===== src/sv/text_console_writer_defines.svh =====
// Assertion macros shared by the text console writer RTL.
// Depends on clk_i and rst_ni being in scope where a macro is used.
`ifndef TEXT_CONSOLE_WRITER_DEFINES_SVH
`define TEXT_CONSOLE_WRITER_DEFINES_SVH

// Property checked on every clock edge outside reset.
`define TCW_CHECK(lbl, prop, msg) \
  lbl: assert property (@(posedge clk_i) disable iff (!rst_ni) (prop)) else $error(msg);

// Condition in one cycle implies a condition in the next cycle.
`define TCW_CHECK_NEXT(lbl, pre, post, msg) \
  lbl: assert property (@(posedge clk_i) disable iff (!rst_ni) (pre) |=> (post)) \
    else $error(msg);

`endif


===== src/sv/tcw_pkg.sv =====
// Package for the text console writer: geometry, codes, beat types and cell helper.
// No dependencies.
package tcw_pkg;

  localparam int COLUMNS     = 80;
  localparam int ROWS        = 25;
  localparam int TAB_SPACES  = 4;
  localparam int CELL_COUNT  = COLUMNS * ROWS;
  localparam int SCROLL_LAST = (ROWS - 1) * COLUMNS;

  localparam int CELL_W = 16;
  localparam int CHAR_W = 8;
  localparam int COLOR_W = 4;
  localparam int ROW_W  = 5;
  localparam int COL_W  = 7;
  localparam int ADDR_W = $clog2(CELL_COUNT);
  localparam int CNT_W  = $clog2(CELL_COUNT + 1);
  localparam int TAB_W  = $clog2(TAB_SPACES + 1);
  localparam int CMD_W  = 2;
  localparam int CFG_IDX_W = 2;

  localparam int QUEUE_DEPTH = 2;
  localparam int QPTR_W = (QUEUE_DEPTH > 1) ? $clog2(QUEUE_DEPTH) : 1;
  localparam int QCNT_W = $clog2(QUEUE_DEPTH + 1);

  localparam logic [CHAR_W-1:0] CH_NEWLINE = 8'd10;
  localparam logic [CHAR_W-1:0] CH_RETURN  = 8'd13;
  localparam logic [CHAR_W-1:0] CH_TAB     = 8'd9;
  localparam logic [CHAR_W-1:0] BLANK_CHAR = 8'h20;
  localparam logic [COLOR_W-1:0] FG_RESET  = 4'hF;
  localparam logic [COLOR_W-1:0] BG_RESET  = 4'h0;
  localparam logic [CELL_W-1:0] RESET_BLANK = {BG_RESET, FG_RESET, BLANK_CHAR};

  typedef enum logic [CMD_W-1:0] {
    CMD_PUT   = 2'd0,
    CMD_CLEAR = 2'd1,
    CMD_READ  = 2'd2
  } tcw_cmd_e;

  typedef enum logic [CFG_IDX_W-1:0] {
    CFG_FOREGROUND = 2'd0,
    CFG_BACKGROUND = 2'd1
  } tcw_cfg_e;

  typedef enum logic [2:0] {
    OP_CHAR,
    OP_NEWLINE,
    OP_RETURN,
    OP_TAB,
    OP_CLEAR,
    OP_READ,
    OP_NOP
  } tcw_op_e;

  typedef enum logic [2:0] {
    ST_INIT,
    ST_IDLE,
    ST_TAB,
    ST_SCROLL,
    ST_CLEAR,
    ST_RDATA,
    ST_FINISH
  } tcw_state_e;

  typedef struct packed {
    logic [CMD_W-1:0]  command;
    logic [CHAR_W-1:0] character;
    logic [10:0]       cell_address;
  } tcw_in_t;

  typedef struct packed {
    logic [ROW_W-1:0]  row_now;
    logic [COL_W-1:0]  column_now;
    logic [CELL_W-1:0] cell_data;
    logic              did_scroll;
  } tcw_out_t;

  typedef struct packed {
    tcw_op_e           op;
    logic [CHAR_W-1:0] character;
    logic [ADDR_W-1:0] cell_addr;
    logic              in_range;
  } tcw_op_t;

  // Head of the front queue as seen by the back end.
  typedef struct packed {
    logic    valid;
    tcw_op_t op;
  } tcw_head_t;

  // Back end status returned to the front end.
  typedef struct packed {
    logic take;
    logic init_busy;
  } tcw_status_t;

  typedef struct packed {
    logic [COLOR_W-1:0] fg;
    logic [COLOR_W-1:0] bg;
  } tcw_color_t;

  function automatic logic [CELL_W-1:0] make_cell(tcw_color_t col, logic [CHAR_W-1:0] ch);
    return {col.bg, col.fg, ch};
  endfunction

endpackage


===== src/sv/tcw_front.sv =====
// Front end: accepts input beats, decodes them into operations, queues them for the back end.
// Depends on tcw_pkg.
module tcw_front (
  input  logic                 clk_i,
  input  logic                 rst_ni,
  input  logic                 push,
  output logic                 full,
  input  tcw_pkg::tcw_in_t     in_item_i,
  input  tcw_pkg::tcw_status_t status_i,
  output tcw_pkg::tcw_head_t   head_o
);
  import tcw_pkg::*;

  tcw_op_t             queue_q [QUEUE_DEPTH];
  logic [QPTR_W-1:0]   wr_ptr_q, wr_ptr_d;
  logic [QPTR_W-1:0]   rd_ptr_q, rd_ptr_d;
  logic [QCNT_W-1:0]   count_q, count_d;
  logic                accept;
  tcw_op_t             dec;

  always_comb begin
    dec.character = in_item_i.character;
    dec.cell_addr = ADDR_W'(in_item_i.cell_address);
    dec.in_range  = ({1'b0, in_item_i.cell_address} < 12'(CELL_COUNT));
    unique case (in_item_i.command)
      CMD_PUT: begin
        unique case (in_item_i.character)
          CH_NEWLINE: dec.op = OP_NEWLINE;
          CH_RETURN:  dec.op = OP_RETURN;
          CH_TAB:     dec.op = OP_TAB;
          default:    dec.op = OP_CHAR;
        endcase
      end
      CMD_CLEAR: dec.op = OP_CLEAR;
      CMD_READ:  dec.op = OP_READ;
      default:   dec.op = OP_NOP;
    endcase
  end

  // No beats taken while the back end sweeps the store after reset.
  assign full   = (count_q == QCNT_W'(QUEUE_DEPTH)) || status_i.init_busy;
  assign accept = push && !full;

  always_comb begin
    wr_ptr_d = wr_ptr_q;
    rd_ptr_d = rd_ptr_q;
    count_d  = count_q;
    if (accept) begin
      wr_ptr_d = (wr_ptr_q == QPTR_W'(QUEUE_DEPTH - 1)) ? '0 : wr_ptr_q + 1'b1;
    end
    if (status_i.take) begin
      rd_ptr_d = (rd_ptr_q == QPTR_W'(QUEUE_DEPTH - 1)) ? '0 : rd_ptr_q + 1'b1;
    end
    if (accept && !status_i.take) begin
      count_d = count_q + 1'b1;
    end else if (!accept && status_i.take) begin
      count_d = count_q - 1'b1;
    end
  end

  always_ff @(posedge clk_i or negedge rst_ni) begin
    if (!rst_ni) begin
      wr_ptr_q <= '0;
      rd_ptr_q <= '0;
      count_q  <= '0;
    end else begin
      wr_ptr_q <= wr_ptr_d;
      rd_ptr_q <= rd_ptr_d;
      count_q  <= count_d;
    end
  end

  always_ff @(posedge clk_i) begin
    if (accept) begin
      queue_q[wr_ptr_q] <= dec;
    end
  end

  assign head_o.valid = (count_q != '0);
  assign head_o.op    = queue_q[rd_ptr_q];

endmodule


===== config.mk =====
export PLATFORM = sky130hd
export DESIGN_NAME = tcw_front
export DESIGN_NICKNAME = d
export VERILOG_FILES = /design/src/sv/text_console_writer_defines.svh /design/src/sv/tcw_pkg.sv /design/src/sv/tcw_front.sv
export SDC_FILE = /design/constraint.sdc
export NUM_CORES = 1
export LEC_CHECK = 0
export BUFFER_PORTS_ARGS = -buffer_cell sky130_fd_sc_hd__buf_2
export CAP_MARGIN = 20
export CORE_MARGIN = 3
export CORE_UTILIZATION = 51
export DETAILED_ROUTE_END_ITERATION = 8
export PLACE_DENSITY_LB_ADDON = 0.08
export SLEW_MARGIN = 30
export SYNTH_ARGS = -nofsm -noshare
export SYNTH_HDL_FRONTEND = slang
export SYNTH_SLANG_ARGS = --single-unit

===== constraint.sdc =====
create_clock -name clk_i -period 2.3 [get_ports clk_i]
set_input_delay 0.115 -clock clk_i [delete_from_list [all_inputs] [get_ports clk_i]]
set_output_delay 0.115 -clock clk_i [all_outputs]
set_load 0.01 [all_outputs]

==> impl_metrics.tcl, run 1 <==
set metrics [dict create \
    end_kind "output pin" \
    finalWirelength_mm 3.16 \
    port_buffers 50 \
    rsz0062_at_grt "false" \
    final_hold_viol_count 0 \
    gp_congestion 0.741 \
    final_cell_mix "buf_2 (50), edfxtp_1 (46), mux2_2 (23)" \
    crit_type "reg2out" \
    synth_warnings 0 \
    fillers 282 \
    grt_first_pass_wirelength_mm 4.79 \
    grt_max_degree 24 \
    cts_max_level 2 \
    dp_slack_ns 0.794 \
    avgSynthCellArea_sq_um 18.4 \
    clkLatencyLatePin_ns 0.29 \
    clk_path_buf_depth 2 \
    cap_viol_max_count 0 \
    clkSlewWorstSetupHoldPaths_ns 0.08 \
    hpwl_mm 2.27 \
    grt-ovfl-total 0 \
    hold_path_class "in2reg" \
    finalClockSkew_ns 0.00567 \
    initial_core_util_pct 53.4 \
    diodes 0 \
    syn-num-nets 137 \
    ir_drop_mv 0.553 \
    synthCells 108 \
    core_sq_mm 0.00372 \
    drtIter0Drc 52 \
    first_pass_iters 4 \
    die_y_um 68.4 \
    postCtsResizedCells 0 \
    synthTopCellsByArea "edfxtp_1 (70%), mux2_2 (13%), dfrtp_1 (5.0%), ha_1 (1.9%), inv_1 (1.9%)" \
    post_cts_buffers 0 \
    clock_sinks 50 \
    die_area_sq_mm 0.00468 \
    min_period_over_period_pct 76.7 \
    grt_pass1_vias 1011 \
    pin_count 51 \
    seq_area_sq_mm 0.00148 \
    final_layout_size_suffix_gt1_share_pct 50.0 \
    tightest_slew_ns 0.355 \
    multiInputGateArea_sq_um 440 \
    die_w_um 68.4 \
    drc 0 \
    syn-cell-area_sq_mm 0.00198 \
    required_ns 2.18 \
    fin_crit_ns 1.76 \
    status "complete, no violations" \
    final_max_slew_viol_count 0 \
    ys_types 20 \
    cp_max_fo 17 \
    grtUsageTotal_pct 15.0 \
    fin_nets 196 \
    final_common_cell "buf_2" \
    path_cells "buf_4 -> mux2_2 -> buf_2" \
    setup_slack_ns 0.536 \
    avgRoutedWirePerCell_um 14.6 \
    power_density_mw_per_mm2 997 \
    vias 1077 \
    numCtsBuffers 5 \
    cts_tree "done" \
    ant_nets 0 \
    ys_ff_latch 50 \
    cts_root_buf "clkbuf_8" \
    syn2layout_area_growth_pct 20.6 \
    slowest_stage "dfrtp_1" \
    ys_seq_area_share_pct 74.7 \
    fmax_ghz 0.567 \
    antenna_found_initial 0 \
    start_kind "flop" \
    slew_headroom_pct 76.2 \
    setup_viol 0 \
    crit_arrival_ns 1.65 \
    yosys.area.top_type "edfxtp_1" \
    fp-row-count 22 \
    slowest_delay_ns 0.52 \
    cts_hold_buf 2 \
    power_leakage_nw 0.937 \
    setup-tns-final_ns 0 \
    postLayoutCoreUtil_pct 64.4 \
    synth_top_area_share_pct 69.6 \
    vias_per_cell 4.99 \
]
==> flip-flops by register name (all words and copies together), names as in the netlist <==
register	cells
count_q	2
wr_ptr_q	1
queue_q	46
rd_ptr_q	1
==> routing by layer <==
layer / track usage [%] / vias to the layer above / routed length (um)
met5: 0 / - / 0
met4: 5.96 / 0 / 51
met3: 5.09 / 6 / 222
met2: 24.1 / 33 / 1580
met1: 18.6 / 521 / 1310
li1: - / 517 / -
==> logic make-up after synthesis <==
logic type / share of synthesized area [%]
muxes: 13.1
xor gates and xnor gates: 2.65
DFF: 74.7
AOI/OAI and AO/OA: 1.83
adders and majority gates: 1.89
and+or+nand+nor: 2.65
buffers and inverters: 3.28
==> critical path, delay by kind of cell (launching register included) <==
kind / cells / cell delay (ns)
buffers and inverters: 2 / 0.45
flip-flops: 1 / 0.52
multiplexers: 1 / 0.38
==> where the power goes <==
part           leakage, nW  internal (mW)  switching [mW]
clock               0.0426          0.209           0.253
combinational        0.429          0.357           0.350
sequential           0.465           1.14          0.0718
==> worst paths after layout <==
check | depth (start not counted) | end | startpoint | slack [ns]
min reg2reg | 1 | wr_ptr_q | wr_ptr_q | 0.52
min in group asynchronous | 2 | count_q[1] | rst_ni | 0.15
min | 1 | queue_q[0][2] | in_item_i[1] | 0.01
max reg2reg | 5 | count_q[1] | count_q[0] | 0.78
max in group asynchronous | 2 | wr_ptr_q | rst_ni | 2.02
max | 3 | head_o[10] | rd_ptr_q | 0.54
==> cell usage after synthesis (all sizes together) <==
cell type and count:
a21oi 1, and3 2, buf 3, dfrtp 4, edfxtp 46, ha 3, inv 10, mux2 23
nand2 1, nand3b 1, nor2 2, nor4b 1, o2111ai 1, o211ai 1, o22ai 1, o32ai 1
or3 1, xnor2 4, xor2 2
==> stage by stage <==
| stage | cell area, sq um | hold slack [ns] | instances | total power, mW |
|---|---|---|---|---|
| floorplan | 1980 | -0.181 | 108 | 1.72 |
| CTS | 2390 | 0.00420 | 216 | 2.42 |
| global placement | 2290 | -0.0714 | 206 | 1.93 |
| finish | 2390 | 0.0122 | 216 | 2.39 |
| detailed placement | 2290 | -0.0690 | 206 | 1.95 |
| global route | 2390 | 0.00334 | 216 | 2.53 |
==> cell type report <==
cell class,count,share of cell area (%)
timing repair buffer,55,12.2
clock inverter,2,0.366
inverter,10,1.57
clock buffer,6,3.03
multi-input combinational,45,18.4
tap,48,2.51
sequential,50,61.9
No activity file was read; power rests on OpenSTA's default activity.
==> run 2: changes to the inputs <==
clock period = 1.65 ns   (was 2.3 ns; I/O delays follow)
==> impl_metrics.tcl, run 2 (synthesized netlist as in run 1, its figures left out) <==
set metrics [dict create \
    status "complete, no violations" \
    numCtsBuffers 5 \
    vias_per_cell 4.88 \
    die_area_sq_mm 0.00468 \
    start_kind "flop" \
    final_common_cell "buf_2" \
    first_pass_iters 4 \
    port_buffers 50 \
    largest-register "queue_q" \
    finalClockSkew_ns 0.00564 \
    reg_top3 "queue_q (46), count_q (2)" \
    final_layout_size_suffix_gt1_share_pct 47.8 \
    end_kind "flop" \
    postLayoutCoreUtil_pct 69.6 \
    avgRoutedWirePerCell_um 13.4 \
    vias 1131 \
    fin_crit_ns 1.47 \
    setup_viol 0 \
    clk_path_buf_depth 2 \
    fillers 274 \
    min_period_over_period_pct 89.3 \
    gp_congestion 0.682 \
    cts_tree "done" \
    ant_nets 0 \
    slew_headroom_pct 80.0 \
    diodes 0 \
    crit_arrival_ns 1.66 \
    clkSlewWorstSetupHoldPaths_ns 0.08 \
    antenna_found_initial 0 \
    clkLatencyLatePin_ns 0.29 \
    multiInputGateArea_sq_um 440 \
    pin_count 51 \
    finalWirelength_mm 3.11 \
    final_max_slew_viol_count 0 \
    ir_drop_mv 0.953 \
    power_density_mw_per_mm2 1380 \
    cp_max_fo 4 \
    largest_reg_flops 46 \
    seq_area_sq_mm 0.00148 \
    drc 0 \
    fmax_ghz 0.679 \
    fin_nets 212 \
    grtUsageTotal_pct 14.4 \
    final_hold_viol_count 0 \
    core_sq_mm 0.00372 \
    clock_sinks 50 \
    grt_max_degree 25 \
    fp-row-count 22 \
    grt_first_pass_wirelength_mm 4.71 \
    tightest_slew_ns 0.299 \
    syn2layout_area_growth_pct 30.4 \
    initial_core_util_pct 53.4 \
    die_y_um 68.4 \
    hold_path_class "in2reg" \
    cts_root_buf "clkbuf_8" \
    setup-tns-final_ns 0 \
    drtIter0Drc 59 \
    crit_type "reg2reg" \
    hpwl_mm 2.21 \
    cts_max_level 2 \
    grt_pass1_vias 1046 \
    rsz0062_at_grt "false" \
    final_cell_mix "buf_2 (50), edfxtp_1 (46), mux2_2 (23)" \
    power_leakage_nw 1.02 \
    grt-ovfl-total 0 \
    die_w_um 68.4 \
    cap_viol_max_count 0 \
    required_ns 1.83 \
]
[run 2: layout make-up]
type / count / area share [%]
well taps: 48 / 2.32
repair buffers: 71 / 17.7
clock buffers: 6 / 2.80
inverters: 10 / 1.45
flip-flops and latches: 50 / 57.3
clock inverters: 2 / 1.45
multi-input cells: 45 / 17.0
[run 2: worst max-delay path: stages (launching register included)]
cell and delay, ns:
dfrtp_1 0.43, o211ai_1 0.29, inv_1 0.08, ha_1 0.20
xor2_1 0.17, nor2_1 0.07, xnor2_1 0.12
[run 2: worst paths after layout]
kind | cells past startpoint | slack (ns) | to | startpoint
min | 1 | 0.008 | queue_q[0][16] | in_item_i[15]
max in group asynchronous | 2 | 1.41 | wr_ptr_q | rst_ni
max | 6 | 0.18 | count_q[1] | count_q[0]
min in group asynchronous | 2 | 0.12 | rd_ptr_q | rst_ni
min reg2reg | 1 | 0.51 | wr_ptr_q | wr_ptr_q
max reg2reg | 6 | 0.18 | count_q[1] | count_q[0]
[run 2: where the power goes]
part | internal (mW) | switching [mW]
Combinational | 0.567 | 0.541
Clock | 0.452 | 0.356
Sequential | 1.59 | 0.0711
Total | 2.61 | 0.968
[run 2: metrics by stage]
step	std cells	total power, mW	instance area, sq um	worst slack (ns)	hold slack, ns
3_5_place_dp	208	2.78	2320	0.151	-0.107
4_1_cts	231	3.62	2580	0.109	0.000632
5_1_grt	232	3.77	2590	0.0481	0.00353
2_1_floorplan	108	2.40	1990	0.0218	-0.213
3_3_place_gp	208	2.76	2320	0.219	-0.109
6_report	232	3.58	2590	0.176	0.00784
[run 2: per-layer routing]
metal | routed length (um) | track usage (%) | part of all wire, %
met1 | 1230 | 16.2 | 39
met2 | 1660 | 25.3 | 53
met3 | 185 | 3.78 | 5.9
met4 | 46 | 6.70 | 1.5
met5 | 0 | 0 | 0
[run 2: what timing repair did]
action | CTS | global route
resized for setup | 0 | 0
setup buffers | 0 | 1
endpoints found under the setup margin | 0 | 1
hold buffers | 15 | 0
endpoints found under the hold margin | 31 | 0
==> run 3: changes to the inputs <==
ABC_AREA = 1   (was unset)
CORE_UTILIZATION = 56   (was 51)
clock period = 1.75 ns   (was 1.65 ns; I/O delays follow)
==> impl_metrics.tcl, run 3 <==
set metrics [dict create \
    end_kind "flop" \
    min_period_over_period_pct 93.5 \
    grt-ovfl-total 0 \
    drtIter0Drc 46 \
    finalWirelength_mm 3.33 \
    cap_viol_max_count 0 \
    syn-num-nets 149 \
    die_y_um 67.2 \
    vias_per_cell 4.74 \
    clock_sinks 50 \
    synth_mux_area_share_pct 15.8 \
    cp_max_fo 4 \
    syn2layout_area_growth_pct 27.8 \
    avgRoutedWirePerCell_um 13.5 \
    ys_seq_area_share_pct 70.7 \
    clk_path_buf_depth 2 \
    synthTopCellsByArea "edfxtp_1 (66%), mux2_4 (14%), dfrtp_1 (4.8%), mux2_2 (2.2%), inv_1 (2.0%)" \
    antenna_found_initial 0 \
    fin_nets 228 \
    setup_viol 0 \
    numCtsBuffers 5 \
    combPwrFrac_pct 34.7 \
    clock_power_share_pct 18.6 \
    tightest_slew_ns 0.299 \
    core_sq_mm 0.00347 \
    grt_pass1_vias 1252 \
    synth_edf_count 46 \
    crit_type "reg2reg" \
    synth_most_common_cell "edfxtp_1" \
    start_kind "flop" \
    p_sw_share_pct 28.8 \
    p_switching_mw 0.964 \
    grt_first_pass_wirelength_mm 5.43 \
    grtUsageTotal_pct 16.9 \
    synth_flop_cell "edfxtp_1" \
    cts_root_buf "clkbuf_8" \
    seqPwrFrac_pct 46.7 \
    required_ns 1.94 \
    die_w_um 67.2 \
    synthCells 120 \
    avgSynthCellArea_sq_um 17.5 \
    critical-path-top-delay-family "simple AND/OR/NAND/NOR gates" \
    synthXorXnorAreaFrac_pct 1.67 \
    synth_warnings 0 \
    cp_num_buf_inv 2 \
    final_layout_size_suffix_gt1_share_pct 44.5 \
    clkLatencyLatePin_ns 0.30 \
    power_density_mw_per_mm2 1250 \
    yosys.area.top_type "edfxtp_1" \
    final_cell_mix "buf_2 (50), edfxtp_1 (46), mux2_4 (19), dlygate4sd3_1 (19), inv_1 (11)" \
    p_int_mw 2.39 \
    fmax_ghz 0.611 \
    synth_top_family_by_area "multiplexers" \
    fin_crit_ns 1.64 \
    slowest_delay_ns 0.42 \
    synthSimpleGateAreaFrac_pct 4.72 \
    clkSlewWorstSetupHoldPaths_ns 0.08 \
    hold_path_class "in2reg" \
    port_buffers 50 \
    status "complete, no violations" \
    rsz0062_at_grt "false" \
    final_max_slew_viol_count 0 \
    largest_reg_flops 46 \
    hpwl_mm 2.41 \
    slew_headroom_pct 80.1 \
    syn-cell-area_sq_mm 0.00209 \
    power_leakage_nw 1.12 \
    ant_nets 0 \
    initial_core_util_pct 60.4 \
    ir_drop_mv 0.866 \
    ys_types 18 \
    fp-row-count 21 \
    final_hold_viol_count 0 \
    path_cells "inv_1 -> nand2_1 -> nand3_1 -> inv_1 -> ha_1 -> nand3b_1 -> xor2_1" \
    yosys-top-cells-count "edfxtp_1 (46), mux2_4 (19), inv_1 (11), nand2_1 (10), nor2_1 (7)" \
    crit_arrival_ns 1.82 \
    crit_top_cell "inv_1" \
    ys_ff_latch 50 \
    vias 1167 \
    synth_top_area_share_pct 65.9 \
    die_area_sq_mm 0.00451 \
    cts_max_level 2 \
    slowest_stage "dfrtp_1" \
    gp_congestion 0.716 \
    final_common_cell "buf_2" \
    reg_top3 "queue_q (46), count_q (2)" \
    diodes 0 \
    synth_fa_ha_area_share_pct 1.79 \
    dpl.cell_count 219 \
    finalClockSkew_ns 0.00444 \
    fin_cells 246 \
    grt_max_degree 19 \
    async_flop_share_pct 8.00 \
    cts_tree "done" \
    pin_count 51 \
    largest-register "queue_q" \
    drc 0 \
    first_pass_iters 3 \
    synth_compound_area_share_pct 0.896 \
    postLayoutCoreUtil_pct 77.2 \
]
[run 3: worst paths after layout]
check / startpoint / endpoint / slack (ns) / cells past startpoint
setup reg to reg: count_q[0] / count_q[1] / 0.11 / 7
min in group asynchronous: rst_ni / count_q[1] / 0.11 / 2
hold / removal: in_item_i[10] / queue_q[0][11] / 0.01 / 1
hold reg to reg: count_q[0] / count_q[0] / 0.53 / 1
max in group asynchronous: rst_ni / rd_ptr_q / 1.51 / 2
setup / recovery: count_q[0] / count_q[1] / 0.11 / 7
[run 3: timing repair]
action	in CTS	in global routing
setup buffers	0	0
gates resized for setup	0	0
hold buffers	19	0
hold endpoints to repair	39	0
[run 3: stage by stage]
stage                     area (sq um)  power [mW]  setup WS (ns)  hold slack, ns  TNS (ns)
after floorplan                   2090        2.46         -0.281          -0.208    -12.92
after global placement            2400        2.70          0.268          -0.105         0
after detailed placement          2400        2.74          0.120          -0.101         0
after CTS                         2680        3.40          0.103         0.00110         0
after global routing              2680        3.55         0.0442         0.00403         0
final                             2680        3.35          0.114          0.0109         0
[run 3: layer usage]
layer	up-vias	part of all wire (%)	GRT usage (%)
li1	585	-	-
met2	33	54	31.0
met1	545	39	18.3
met4	0	1.2	7.59
met3	4	5.8	3.83
met5	-	0	0
[run 3: power groups by stage]
stage / sequential (mW) / clock [mW] / combinational [mW]
floorplan: 1.58 / 0 / 0.887
global route: 1.58 / 0.696 / 1.27
detailed placement: 1.59 / 0 / 1.15
finish: 1.56 / 0.623 / 1.16
global placement: 1.58 / 0 / 1.12
CTS: 1.57 / 0.644 / 1.19
[run 3: layout make-up]
type / count / area (sq um)
multi-input cells: 56 / 526
clock buffers: 5 / 68.8
well taps: 46 / 57.6
flip-flops and latches: 50 / 1480
fillers: 235 / 792
repair buffers: 75 / 485
clock inverters: 3 / 16.3
inverters: 11 / 41.3
[run 3: kinds of logic (layout without fill, tap and decap cells)]
family                     Yosys count  count (layout)
AOI/OAI and AO/OA                    3               3
xor gates and xnor gates             4               4
adders and majority gates            3               3
buffers and inverters               14              94
DFF                                 50              50
muxes                               23              23
and+or+nand+nor                     23              23
